===== src/design/tod_pkg.sv =====
// Package with the shared types, widths and constants of the tilt orientation debouncer.
`timescale 1ns / 1ps

package tod_pkg;

   localparam int AccelWidth    = 16;
   localparam int TimeWidth     = 32;
   localparam int ThrWidth      = 15;
   localparam int DebWidth      = 16;
   localparam int LockWidth     = 8;
   localparam int CsrIndexWidth = 2;
   localparam int CsrDataWidth  = 16;

   typedef logic [1:0] rot_type;

   localparam rot_type ROT_0   = 2'd0;
   localparam rot_type ROT_90  = 2'd1;
   localparam rot_type ROT_180 = 2'd2;
   localparam rot_type ROT_270 = 2'd3;

   typedef enum logic [1:0] {
      OP_SAMPLE = 2'd0,
      OP_LOCK   = 2'd1,
      OP_UNLOCK = 2'd2,
      OP_INIT   = 2'd3
   } opcode_type;

   typedef enum logic [CsrIndexWidth-1:0] {
      CSR_ENABLE         = 2'd0,
      CSR_TILT_THRESHOLD = 2'd1,
      CSR_FLAT_LIMIT     = 2'd2,
      CSR_DEBOUNCE_TIME  = 2'd3
   } csr_index_type;

   localparam logic                RESET_ENABLE   = 1'b1;
   localparam logic [ThrWidth-1:0] RESET_TILT     = 15'd2365;
   localparam logic [ThrWidth-1:0] RESET_FLAT     = 15'd2867;
   localparam logic [DebWidth-1:0] RESET_DEBOUNCE = 16'd500;
   localparam rot_type             RESET_ROTATION = ROT_90;

   typedef struct packed {
      logic                enable;
      logic [ThrWidth-1:0] tilt_threshold;
      logic [ThrWidth-1:0] flat_limit;
      logic [DebWidth-1:0] debounce_time;
   } cfg_type;

   typedef struct packed {
      rot_type              cur;
      rot_type              pend;
      logic [TimeWidth-1:0] since_ms;
      logic                 locked;
   } state_type;

   typedef struct packed {
      opcode_type                   opcode;
      logic signed [AccelWidth-1:0] accel_x;
      logic signed [AccelWidth-1:0] accel_y;
      logic signed [AccelWidth-1:0] accel_z;
      logic [TimeWidth-1:0]         now_ms;
      logic [LockWidth-1:0]         lock_value;
   } req_item_type;

   typedef struct packed {
      rot_type             rotation;
      logic                changed;
      logic [DebWidth-1:0] time_to_change;
   } rsp_item_type;

endpackage


===== src/design/tod_req_if.sv =====
// Request channel interface: opcode, acceleration sample, time stamp and lock value.
`timescale 1ns / 1ps

interface tod_req_if;
   import tod_pkg::*;

   logic                         valid;
   logic                         ready;
   opcode_type                   opcode;
   logic signed [AccelWidth-1:0] accel_x;
   logic signed [AccelWidth-1:0] accel_y;
   logic signed [AccelWidth-1:0] accel_z;
   logic [TimeWidth-1:0]         now_ms;
   logic [LockWidth-1:0]         lock_value;

   modport source (
      output valid, opcode, accel_x, accel_y, accel_z, now_ms, lock_value,
      input  ready
   );

   modport sink (
      input  valid, opcode, accel_x, accel_y, accel_z, now_ms, lock_value,
      output ready
   );
endinterface


===== src/design/tod_rsp_if.sv =====
// Response channel interface: rotation, change flag and time until change.
`timescale 1ns / 1ps

interface tod_rsp_if;
   import tod_pkg::*;

   logic                valid;
   logic                ready;
   rot_type             rotation;
   logic                changed;
   logic [DebWidth-1:0] time_to_change;

   modport source (
      output valid, rotation, changed, time_to_change,
      input  ready
   );

   modport sink (
      input  valid, rotation, changed, time_to_change,
      output ready
   );
endinterface


===== src/design/tod_detect.sv =====
// Rotation detection from one acceleration sample against the tilt and flat limits.
`timescale 1ns / 1ps

module tod_detect (
   input  logic signed [tod_pkg::AccelWidth-1:0] accel_x,
   input  logic signed [tod_pkg::AccelWidth-1:0] accel_y,
   input  logic signed [tod_pkg::AccelWidth-1:0] accel_z,
   input  tod_pkg::cfg_type                      cfg,
   input  tod_pkg::rot_type                      cur_rot,
   output tod_pkg::rot_type                      det_rot
);
   import tod_pkg::*;

   localparam int MagWidth = AccelWidth + 1;

   logic [MagWidth-1:0]        mag_x;
   logic [MagWidth-1:0]        mag_y;
   logic [MagWidth-1:0]        mag_z;
   logic signed [MagWidth-1:0] ext_x;
   logic signed [MagWidth-1:0] ext_y;
   logic signed [MagWidth-1:0] thr_pos;
   logic signed [MagWidth-1:0] thr_neg;

   // One extra bit so that the most negative input has a representable magnitude.
   function automatic logic [MagWidth-1:0] magnitude(input logic signed [AccelWidth-1:0] v);
      logic [MagWidth-1:0] e;
      begin
         e = {v[AccelWidth-1], v};
         return e[MagWidth-1] ? (~e + 1'b1) : e;
      end
   endfunction

   assign mag_x   = magnitude(accel_x);
   assign mag_y   = magnitude(accel_y);
   assign mag_z   = magnitude(accel_z);
   assign ext_x   = {accel_x[AccelWidth-1], accel_x};
   assign ext_y   = {accel_y[AccelWidth-1], accel_y};
   assign thr_pos = {{(MagWidth-ThrWidth){1'b0}}, cfg.tilt_threshold};
   assign thr_neg = -thr_pos;

   always_comb begin
      det_rot = cur_rot;
      if (mag_z <= {{(MagWidth-ThrWidth){1'b0}}, cfg.flat_limit}) begin
         if (mag_x > mag_y) begin
            if (ext_x > thr_pos) begin
               det_rot = ROT_90;
            end else if (ext_x < thr_neg) begin
               det_rot = ROT_270;
            end
         end else begin
            if (ext_y > thr_pos) begin
               det_rot = ROT_0;
            end else if (ext_y < thr_neg) begin
               det_rot = ROT_180;
            end
         end
      end
   end

endmodule


===== src/design/tod_update.sv =====
// Next-state and result logic for one item: debounce, lock, unlock and initialise.
`timescale 1ns / 1ps

module tod_update (
   input  tod_pkg::req_item_type item,
   input  tod_pkg::cfg_type      cfg,
   input  tod_pkg::state_type    state,
   input  tod_pkg::rot_type      det_rot,
   output tod_pkg::state_type    state_next,
   output tod_pkg::rsp_item_type result
);
   import tod_pkg::*;

   logic [TimeWidth-1:0] elapsed;
   logic [TimeWidth-1:0] elapsed_next;
   logic [TimeWidth-1:0] debounce_ext;
   logic                 restart;
   rot_type              lock_rot;

   assign elapsed      = item.now_ms - state.since_ms;
   assign debounce_ext = TimeWidth'(cfg.debounce_time);
   assign lock_rot     = (item.lock_value > LockWidth'(ROT_270)) ? ROT_270
                                                                   : item.lock_value[1:0];

   always_comb begin
      state_next     = state;
      restart        = 1'b0;
      result.changed = 1'b0;
      unique case (item.opcode)
         OP_SAMPLE: begin
            if (cfg.enable && !state.locked) begin
               if (det_rot != state.cur) begin
                  if (det_rot != state.pend) begin
                     state_next.pend     = det_rot;
                     state_next.since_ms = item.now_ms;
                     restart             = 1'b1;
                  end else if (elapsed >= debounce_ext) begin
                     state_next.cur = det_rot;
                     result.changed = 1'b1;
                  end
               end else begin
                  state_next.pend     = state.cur;
                  state_next.since_ms = item.now_ms;
                  restart             = 1'b1;
               end
            end
         end
         OP_LOCK: begin
            state_next.locked = 1'b1;
            state_next.cur    = lock_rot;
            state_next.pend   = lock_rot;
            result.changed    = 1'b1;
         end
         OP_UNLOCK: begin
            state_next.locked   = 1'b0;
            state_next.since_ms = item.now_ms;
            restart             = 1'b1;
         end
         OP_INIT: begin
            state_next.cur  = det_rot;
            state_next.pend = det_rot;
         end
      endcase

      // When the pending time restarts at this item, no time has elapsed.
      elapsed_next          = restart ? '0 : elapsed;
      result.rotation       = state_next.cur;
      result.time_to_change = '0;
      if ((state_next.pend != state_next.cur) && (elapsed_next < debounce_ext)) begin
         result.time_to_change = cfg.debounce_time - elapsed_next[DebWidth-1:0];
      end
   end

endmodule


===== src/design/tilt_orientation_debouncer.sv =====
// Top level of the tilt orientation debouncer: registers, handshake and checks.
`timescale 1ns / 1ps

// The block turns accelerometer samples into a debounced screen rotation (0 to 3).
// It takes one request transfer per clock cycle while responses are taken and
// returns exactly one response transfer for each, in order; a request is held in
// the input register and its response is written to the output register when the
// input stage advances. The rate is one item per cycle because all detection and
// state update happens in one pass between the input register and the output
// register, and the rotation state is written at the same edge as the response,
// ready for the following item. The input register keeps taking transfers while a
// finished response waits, as long as that response is taken in the same cycle;
// when the response side stalls, one more item is held in the input register and
// the request side then stalls too. Configuration registers (enable, tilt
// threshold, flat limit, debounce time) are written through the csr port, one
// register per cycle at csr_index, and must only be changed while no transfer is
// in flight.

module tilt_orientation_debouncer (
   input  logic                                clock,
   input  logic                                reset,
   tod_req_if.sink                             req_chan,
   tod_rsp_if.source                           rsp_chan,
   input  logic                                csr_we,
   input  logic [tod_pkg::CsrIndexWidth-1:0]   csr_index,
   input  logic [tod_pkg::CsrDataWidth-1:0]    csr_wdata
);
   import tod_pkg::*;

   logic         s1_valid_ff;
   logic         s1_valid_in;
   req_item_type s1_item_ff;
   logic         rsp_valid_ff;
   logic         rsp_valid_in;
   rsp_item_type rsp_item_ff;
   state_type    state_ff;
   cfg_type      cfg_ff;

   req_item_type req_item;
   state_type    state_next;
   rsp_item_type result;
   rot_type      det_rot;
   logic         s1_advance;
   logic         req_take;

   // The input stage moves on when the output register is empty or is being emptied.
   assign s1_advance     = s1_valid_ff && (!rsp_valid_ff || rsp_chan.ready);
   assign req_chan.ready = !s1_valid_ff || s1_advance;
   assign req_take       = req_chan.valid && req_chan.ready;

   assign req_item.opcode     = req_chan.opcode;
   assign req_item.accel_x    = req_chan.accel_x;
   assign req_item.accel_y    = req_chan.accel_y;
   assign req_item.accel_z    = req_chan.accel_z;
   assign req_item.now_ms     = req_chan.now_ms;
   assign req_item.lock_value = req_chan.lock_value;

   assign s1_valid_in  = req_take ? 1'b1 : (s1_advance ? 1'b0 : s1_valid_ff);
   assign rsp_valid_in = s1_advance ? 1'b1 : (rsp_chan.ready ? 1'b0 : rsp_valid_ff);

   // Detection always compares against the rotation in force before this item.
   tod_detect u_detect (
      .accel_x (s1_item_ff.accel_x),
      .accel_y (s1_item_ff.accel_y),
      .accel_z (s1_item_ff.accel_z),
      .cfg     (cfg_ff),
      .cur_rot (state_ff.cur),
      .det_rot (det_rot)
   );

   tod_update u_update (
      .item       (s1_item_ff),
      .cfg        (cfg_ff),
      .state      (state_ff),
      .det_rot    (det_rot),
      .state_next (state_next),
      .result     (result)
   );

   // Control state, rotation state and configuration registers.
   always_ff @(posedge clock) begin
      if (reset) begin
         s1_valid_ff           <= 1'b0;
         rsp_valid_ff          <= 1'b0;
         state_ff.cur          <= RESET_ROTATION;
         state_ff.pend         <= RESET_ROTATION;
         state_ff.since_ms     <= '0;
         state_ff.locked       <= 1'b0;
         cfg_ff.enable         <= RESET_ENABLE;
         cfg_ff.tilt_threshold <= RESET_TILT;
         cfg_ff.flat_limit     <= RESET_FLAT;
         cfg_ff.debounce_time  <= RESET_DEBOUNCE;
      end else begin
         s1_valid_ff  <= s1_valid_in;
         rsp_valid_ff <= rsp_valid_in;
         if (s1_advance) begin
            state_ff <= state_next;
         end
         if (csr_we) begin
            unique case (csr_index)
               CSR_ENABLE:         cfg_ff.enable         <= csr_wdata[0];
               CSR_TILT_THRESHOLD: cfg_ff.tilt_threshold <= csr_wdata[ThrWidth-1:0];
               CSR_FLAT_LIMIT:     cfg_ff.flat_limit     <= csr_wdata[ThrWidth-1:0];
               CSR_DEBOUNCE_TIME:  cfg_ff.debounce_time  <= csr_wdata[DebWidth-1:0];
               default:            ;
            endcase
         end
      end
   end

   // Payload registers carry no reset; their valid flags guard them.
   always_ff @(posedge clock) begin
      if (req_take) begin
         s1_item_ff <= req_item;
      end
      if (s1_advance) begin
         rsp_item_ff <= result;
      end
   end

   assign rsp_chan.valid          = rsp_valid_ff;
   assign rsp_chan.rotation       = rsp_item_ff.rotation;
   assign rsp_chan.changed        = rsp_item_ff.changed;
   assign rsp_chan.time_to_change = rsp_item_ff.time_to_change;

   // A change of rotation always leaves nothing pending, so no countdown is reported.
   a_changed_no_countdown: assert property (@(posedge clock) disable iff (reset)
      rsp_chan.valid && rsp_chan.changed |-> rsp_chan.time_to_change == '0)
      else $error("changed response reports a nonzero time to change");

   // While locked, only a lock or an initialise may move the current rotation.
   a_locked_holds: assert property (@(posedge clock) disable iff (reset)
      state_ff.locked && !(s1_advance && (s1_item_ff.opcode == OP_LOCK ||
                                          s1_item_ff.opcode == OP_INIT))
      |=> $stable(state_ff.cur))
      else $error("current rotation moved while locked");

   // A lock leaves the block locked and presents a changed response.
   a_lock_effect: assert property (@(posedge clock) disable iff (reset)
      s1_advance && s1_item_ff.opcode == OP_LOCK
      |=> state_ff.locked && rsp_chan.valid && rsp_chan.changed)
      else $error("lock did not take effect");

endmodule

===== src/flat_wrapper.sv =====
// flat-port wrapper written by rule: the top's interface ports become plain ports
module tilt_orientation_debouncer_flat import tod_pkg::*;
  (clock, reset, csr_we, csr_index, csr_wdata, req_chan_valid, req_chan_opcode, req_chan_accel_x, req_chan_accel_y, req_chan_accel_z, req_chan_now_ms, req_chan_lock_value, req_chan_ready, rsp_chan_valid, rsp_chan_rotation, rsp_chan_changed, rsp_chan_time_to_change, rsp_chan_ready);
  tod_req_if req_chan_i ();
  tod_rsp_if rsp_chan_i ();
  input  logic clock;
  input  logic reset;
  input  logic csr_we;
  input  logic [tod_pkg::CsrIndexWidth-1:0] csr_index;
  input  logic [tod_pkg::CsrDataWidth-1:0] csr_wdata;
  input wire logic [$bits(req_chan_i.valid)-1:0] req_chan_valid;
  input wire logic [$bits(req_chan_i.opcode)-1:0] req_chan_opcode;
  input wire logic [$bits(req_chan_i.accel_x)-1:0] req_chan_accel_x;
  input wire logic [$bits(req_chan_i.accel_y)-1:0] req_chan_accel_y;
  input wire logic [$bits(req_chan_i.accel_z)-1:0] req_chan_accel_z;
  input wire logic [$bits(req_chan_i.now_ms)-1:0] req_chan_now_ms;
  input wire logic [$bits(req_chan_i.lock_value)-1:0] req_chan_lock_value;
  output wire logic [$bits(req_chan_i.ready)-1:0] req_chan_ready;
  output wire logic [$bits(rsp_chan_i.valid)-1:0] rsp_chan_valid;
  output wire logic [$bits(rsp_chan_i.rotation)-1:0] rsp_chan_rotation;
  output wire logic [$bits(rsp_chan_i.changed)-1:0] rsp_chan_changed;
  output wire logic [$bits(rsp_chan_i.time_to_change)-1:0] rsp_chan_time_to_change;
  input wire logic [$bits(rsp_chan_i.ready)-1:0] rsp_chan_ready;
  assign req_chan_i.valid = req_chan_valid;
  assign req_chan_i.opcode = req_chan_opcode;
  assign req_chan_i.accel_x = req_chan_accel_x;
  assign req_chan_i.accel_y = req_chan_accel_y;
  assign req_chan_i.accel_z = req_chan_accel_z;
  assign req_chan_i.now_ms = req_chan_now_ms;
  assign req_chan_i.lock_value = req_chan_lock_value;
  assign req_chan_ready = req_chan_i.ready;
  assign rsp_chan_valid = rsp_chan_i.valid;
  assign rsp_chan_rotation = rsp_chan_i.rotation;
  assign rsp_chan_changed = rsp_chan_i.changed;
  assign rsp_chan_time_to_change = rsp_chan_i.time_to_change;
  assign rsp_chan_i.ready = rsp_chan_ready;
  tilt_orientation_debouncer u_core (.clock(clock), .reset(reset), .req_chan(req_chan_i), .rsp_chan(rsp_chan_i), .csr_we(csr_we), .csr_index(csr_index), .csr_wdata(csr_wdata));
endmodule

===== config.mk =====
export PLATFORM = sky130hd
export DESIGN_NAME = tilt_orientation_debouncer_flat
export DESIGN_NICKNAME = d
export VERILOG_FILES = /design/src/design/tod_pkg.sv /design/src/design/tod_req_if.sv /design/src/design/tod_rsp_if.sv /design/src/design/tod_detect.sv /design/src/design/tod_update.sv /design/src/design/tilt_orientation_debouncer.sv /design/src/flat_wrapper.sv
export SDC_FILE = /design/constraint.sdc
export NUM_CORES = 1
export LEC_CHECK = 0
export ABC_AREA = 1
export BUFFER_PORTS_ARGS = -buffer_cell sky130_fd_sc_hd__buf_2
export CORE_MARGIN = 2
export CORE_UTILIZATION = 60
export CTS_CLUSTER_DIAMETER = 100
export DETAILED_ROUTE_END_ITERATION = 8
export GPL_TIMING_DRIVEN = 0
export PLACE_DENSITY = 0.78
export SYNTH_ARGS = -nofsm -noshare
export SYNTH_HDL_FRONTEND = slang
export SYNTH_SLANG_ARGS = --single-unit

===== constraint.sdc =====
create_clock -name clock -period 9.44 [get_ports clock]
set_input_delay 0 -clock clock [delete_from_list [all_inputs] [get_ports clock]]
set_output_delay 0 -clock clock [all_outputs]
set_load 0.1 [all_outputs]

==> impl_metrics.ini <==
[outcome]
status = complete, no violations

[grt]
grt_pass1_vias = 13500
grt_usage_pct = 31.5
overflow = 0
antenna_found_initial = 0
grt_start_max_net_pins = 49
grt_pass1_wl_um = 65100

[synthesis]
syn_area_per_cell_um2 = 7.74
synthesis.nets = 2162
synth_area_um2 = 14500
syn_inst = 1871
yosys-top-cells-area = edfxtp_1 (23%), ha_1 (15%), dfxtp_1 (12%)
yosysTopAreaCell = edfxtp_1
synth_top_area_share_pct = 22.6
synth_edf_count = 109
synth_seq_area_share_pct = 34.5
synthArstFlopShare_pct = 0
yosys.cell_types.count = 51
synth_top_flop_cell = edfxtp_1
synth_seq_cells = 195
ys.warnings.count = 0

[finish]
drive_gt1_share_pct = 11.6
diodes = 0
synthToLayoutAreaGrowth_pct = 19.5
final_cells = 2469
layout_commonest_cell = nand2_1
mostFrequentLayoutCells = nand2_1 (386), inv_1 (307), ha_1 (176)
fin_util_pct = 73.3
layout.nets = 2428

[cts]
h-tree-depth = 4
cts_made_buffers = 17
clkSinkCount = 195
clk_path_buf_depth = 2
insertion_delay_ns = 0.45
cts_tree = yes
cts.clk_slew.worst_paths_ns = 0.08
cts-root-buf = clkbuf_16

[timing]
post-route-min-period_ns = 7.38
fin_skew_ns = 0.0171
setup_viol = 0
hold_viol_final = 0
finalCritPeriodShare_pct = 78.1
slew_headroom_pct = 41.0
timing.hold.ws_ns = 0.156
max_freq_mhz = 136
drv_slew = 0
worst_pin_slew_ns = 0.883
rsz0062_at_grt = false
tns_ns = 0

[route]
firstDrtPassIters = 6
wl_met1_um = 17100
dr.first_iter.drc_count = 991
met2_length_um = 18400
wl_um = 39400
num_vias = 13500
drc = 0
routed-wl-met3_um = 2360
top_layer_used = met4
drt-vias-per-instance = 5.45
antenna_left = 0
wl_per_cell_um = 16.0

[worst_setup_path]
start_kind = flop
cp_max_fo = 10
cp.arrival_ns = 7.59
worstSetupEndpointType = flop
crit_required_ns = 9.65
crit_top_cell = inv_1
crit_type = reg2reg
critPathMaxStageDelay_ns = 0.60
cp_slowest_cell = a2111oi_0

[place]
gp_congestion = 0.989
place_hpwl_um = 29700
dp_cells = 2323
port_buffers = 132

[run]
maxCapViolations = 0

[die]
die_x_um = 159
coreArea_um2 = 23600
die_area_um2 = 25400
start_util_pct = 61.3
boundaryPins = 134
placementRows = 56
die_y_um = 159

[power]
p_leak_nw = 8.25
power_density_nw_per_um2 = 152
ir_drop_mv = 0.114
p_total_mw = 2.62

[min_path]
hold_path_class = in2reg
[state kept, by name, indices dropped and copies added, names as in the netlist]
register and count:
u_core.s1_valid_ff 1, u_core.rsp_chan.rotation 2, u_core.rsp_chan.time_to_change 16, u_core.s1_item_ff 90, u_core.cfg_ff 47, u_core.rsp_chan.valid 1
u_core.state_ff 37, u_core.rsp_chan.changed 1
[power by group]
part           switching [mW]  total [mW]  internal [mW]
Clock                   0.384       0.758          0.373
Combinational           0.557       0.872          0.315
Sequential             0.0369       0.992          0.955
Total                   0.978        2.62           1.64
[worst max-delay path, delay by kind of cell (launching register included)]
family	cells	cell delay, ns
simple gates	17	2.28
xor+xnor	2	0.40
compound gates	10	2.23
flops	1	0.50
fa+ha+maj	3	0.75
buf+inv	9	0.98
[layer usage]
metal | track usage, % | vias to the layer above
met5 | 0 | -
met4 | 13.3 | 0
met3 | 4.25 | 112
met2 | 53.9 | 489
met1 | 40.3 | 6132
li1 | - | 6725
[area by class of cell]
cell class | count | area (µm²)
fillers | 1852 | 6310
clock buffers | 19 | 453
inverters | 319 | 1200
well taps | 319 | 399
clock inverters | 13 | 146
repair buffers | 247 | 1820
plain buffers | 27 | 129
multi-input cells | 1330 | 8160
flip-flops and latches | 195 | 4990
[logic make-up (layout without fill, tap and decap cells)]
| family | count (synthesis) | in the layout | synth area share, % |
|---|---|---|---|
| flip-flops | 195 | 195 | 34.5 |
| other | 2 | 2 | 0.0519 |
| adder cells (fa/ha/maj) | 178 | 178 | 15.5 |
| XOR/XNOR | 77 | 77 | 4.66 |
| AND/OR/NAND/NOR | 761 | 761 | 23.2 |
| AO/OA/AOI/OAI | 312 | 312 | 13.0 |
| buffers and inverters | 346 | 625 | 9.16 |
[what timing repair did]
action,CTS,global route
gates resized for setup,0,0
endpoints found under the hold margin,134,0
hold buffers,114,0
buffers inserted,0,0
[path summary, 6_finish.rpt]
check / start / endpoint / slack [ns] / cells after the start
setup reg to reg: u_core.s1_item_ff[57] / u_core.rsp_chan.time_to_change[14] / 2.06 / 41
hold / removal: reset / u_core.cfg_ff[46] / 0.16 / 3
hold reg to reg: u_core.state_ff[3] / u_core.state_ff[3] / 0.47 / 2
setup / recovery: u_core.s1_item_ff[57] / u_core.rsp_chan.time_to_change[14] / 2.06 / 41
[cells in the mapped netlist, drive strengths merged (2+ instances only)]
cell     instances
edfxtp         109
nor2           184
a211oi          38
xor2            60
conb             2
fa               2
dfxtp           86
a21o             4
o31ai            2
o21bai           9
clkbuf          18
ha             176
o2111ai          3
a22oi            2
xnor2           17
nand4           30
a21oi          146
nand2          400
nor3            20
inv            319
o21ai           83
nand3          103
and2             4
nor4            11
or2              4
nand3b           4
buf              9
o211ai          19
[metrics by stage]
step	setup WS [ns]	cell area [µm²]
2_1_floorplan	3.69	14500
3_3_place_gp	2.45	15500
3_5_place_dp	2.31	15600
4_1_cts	2.23	17300
5_1_grt	1.48	17300
6_report	2.06	17300
Note: power is estimated with default switching activity, not from simulation.
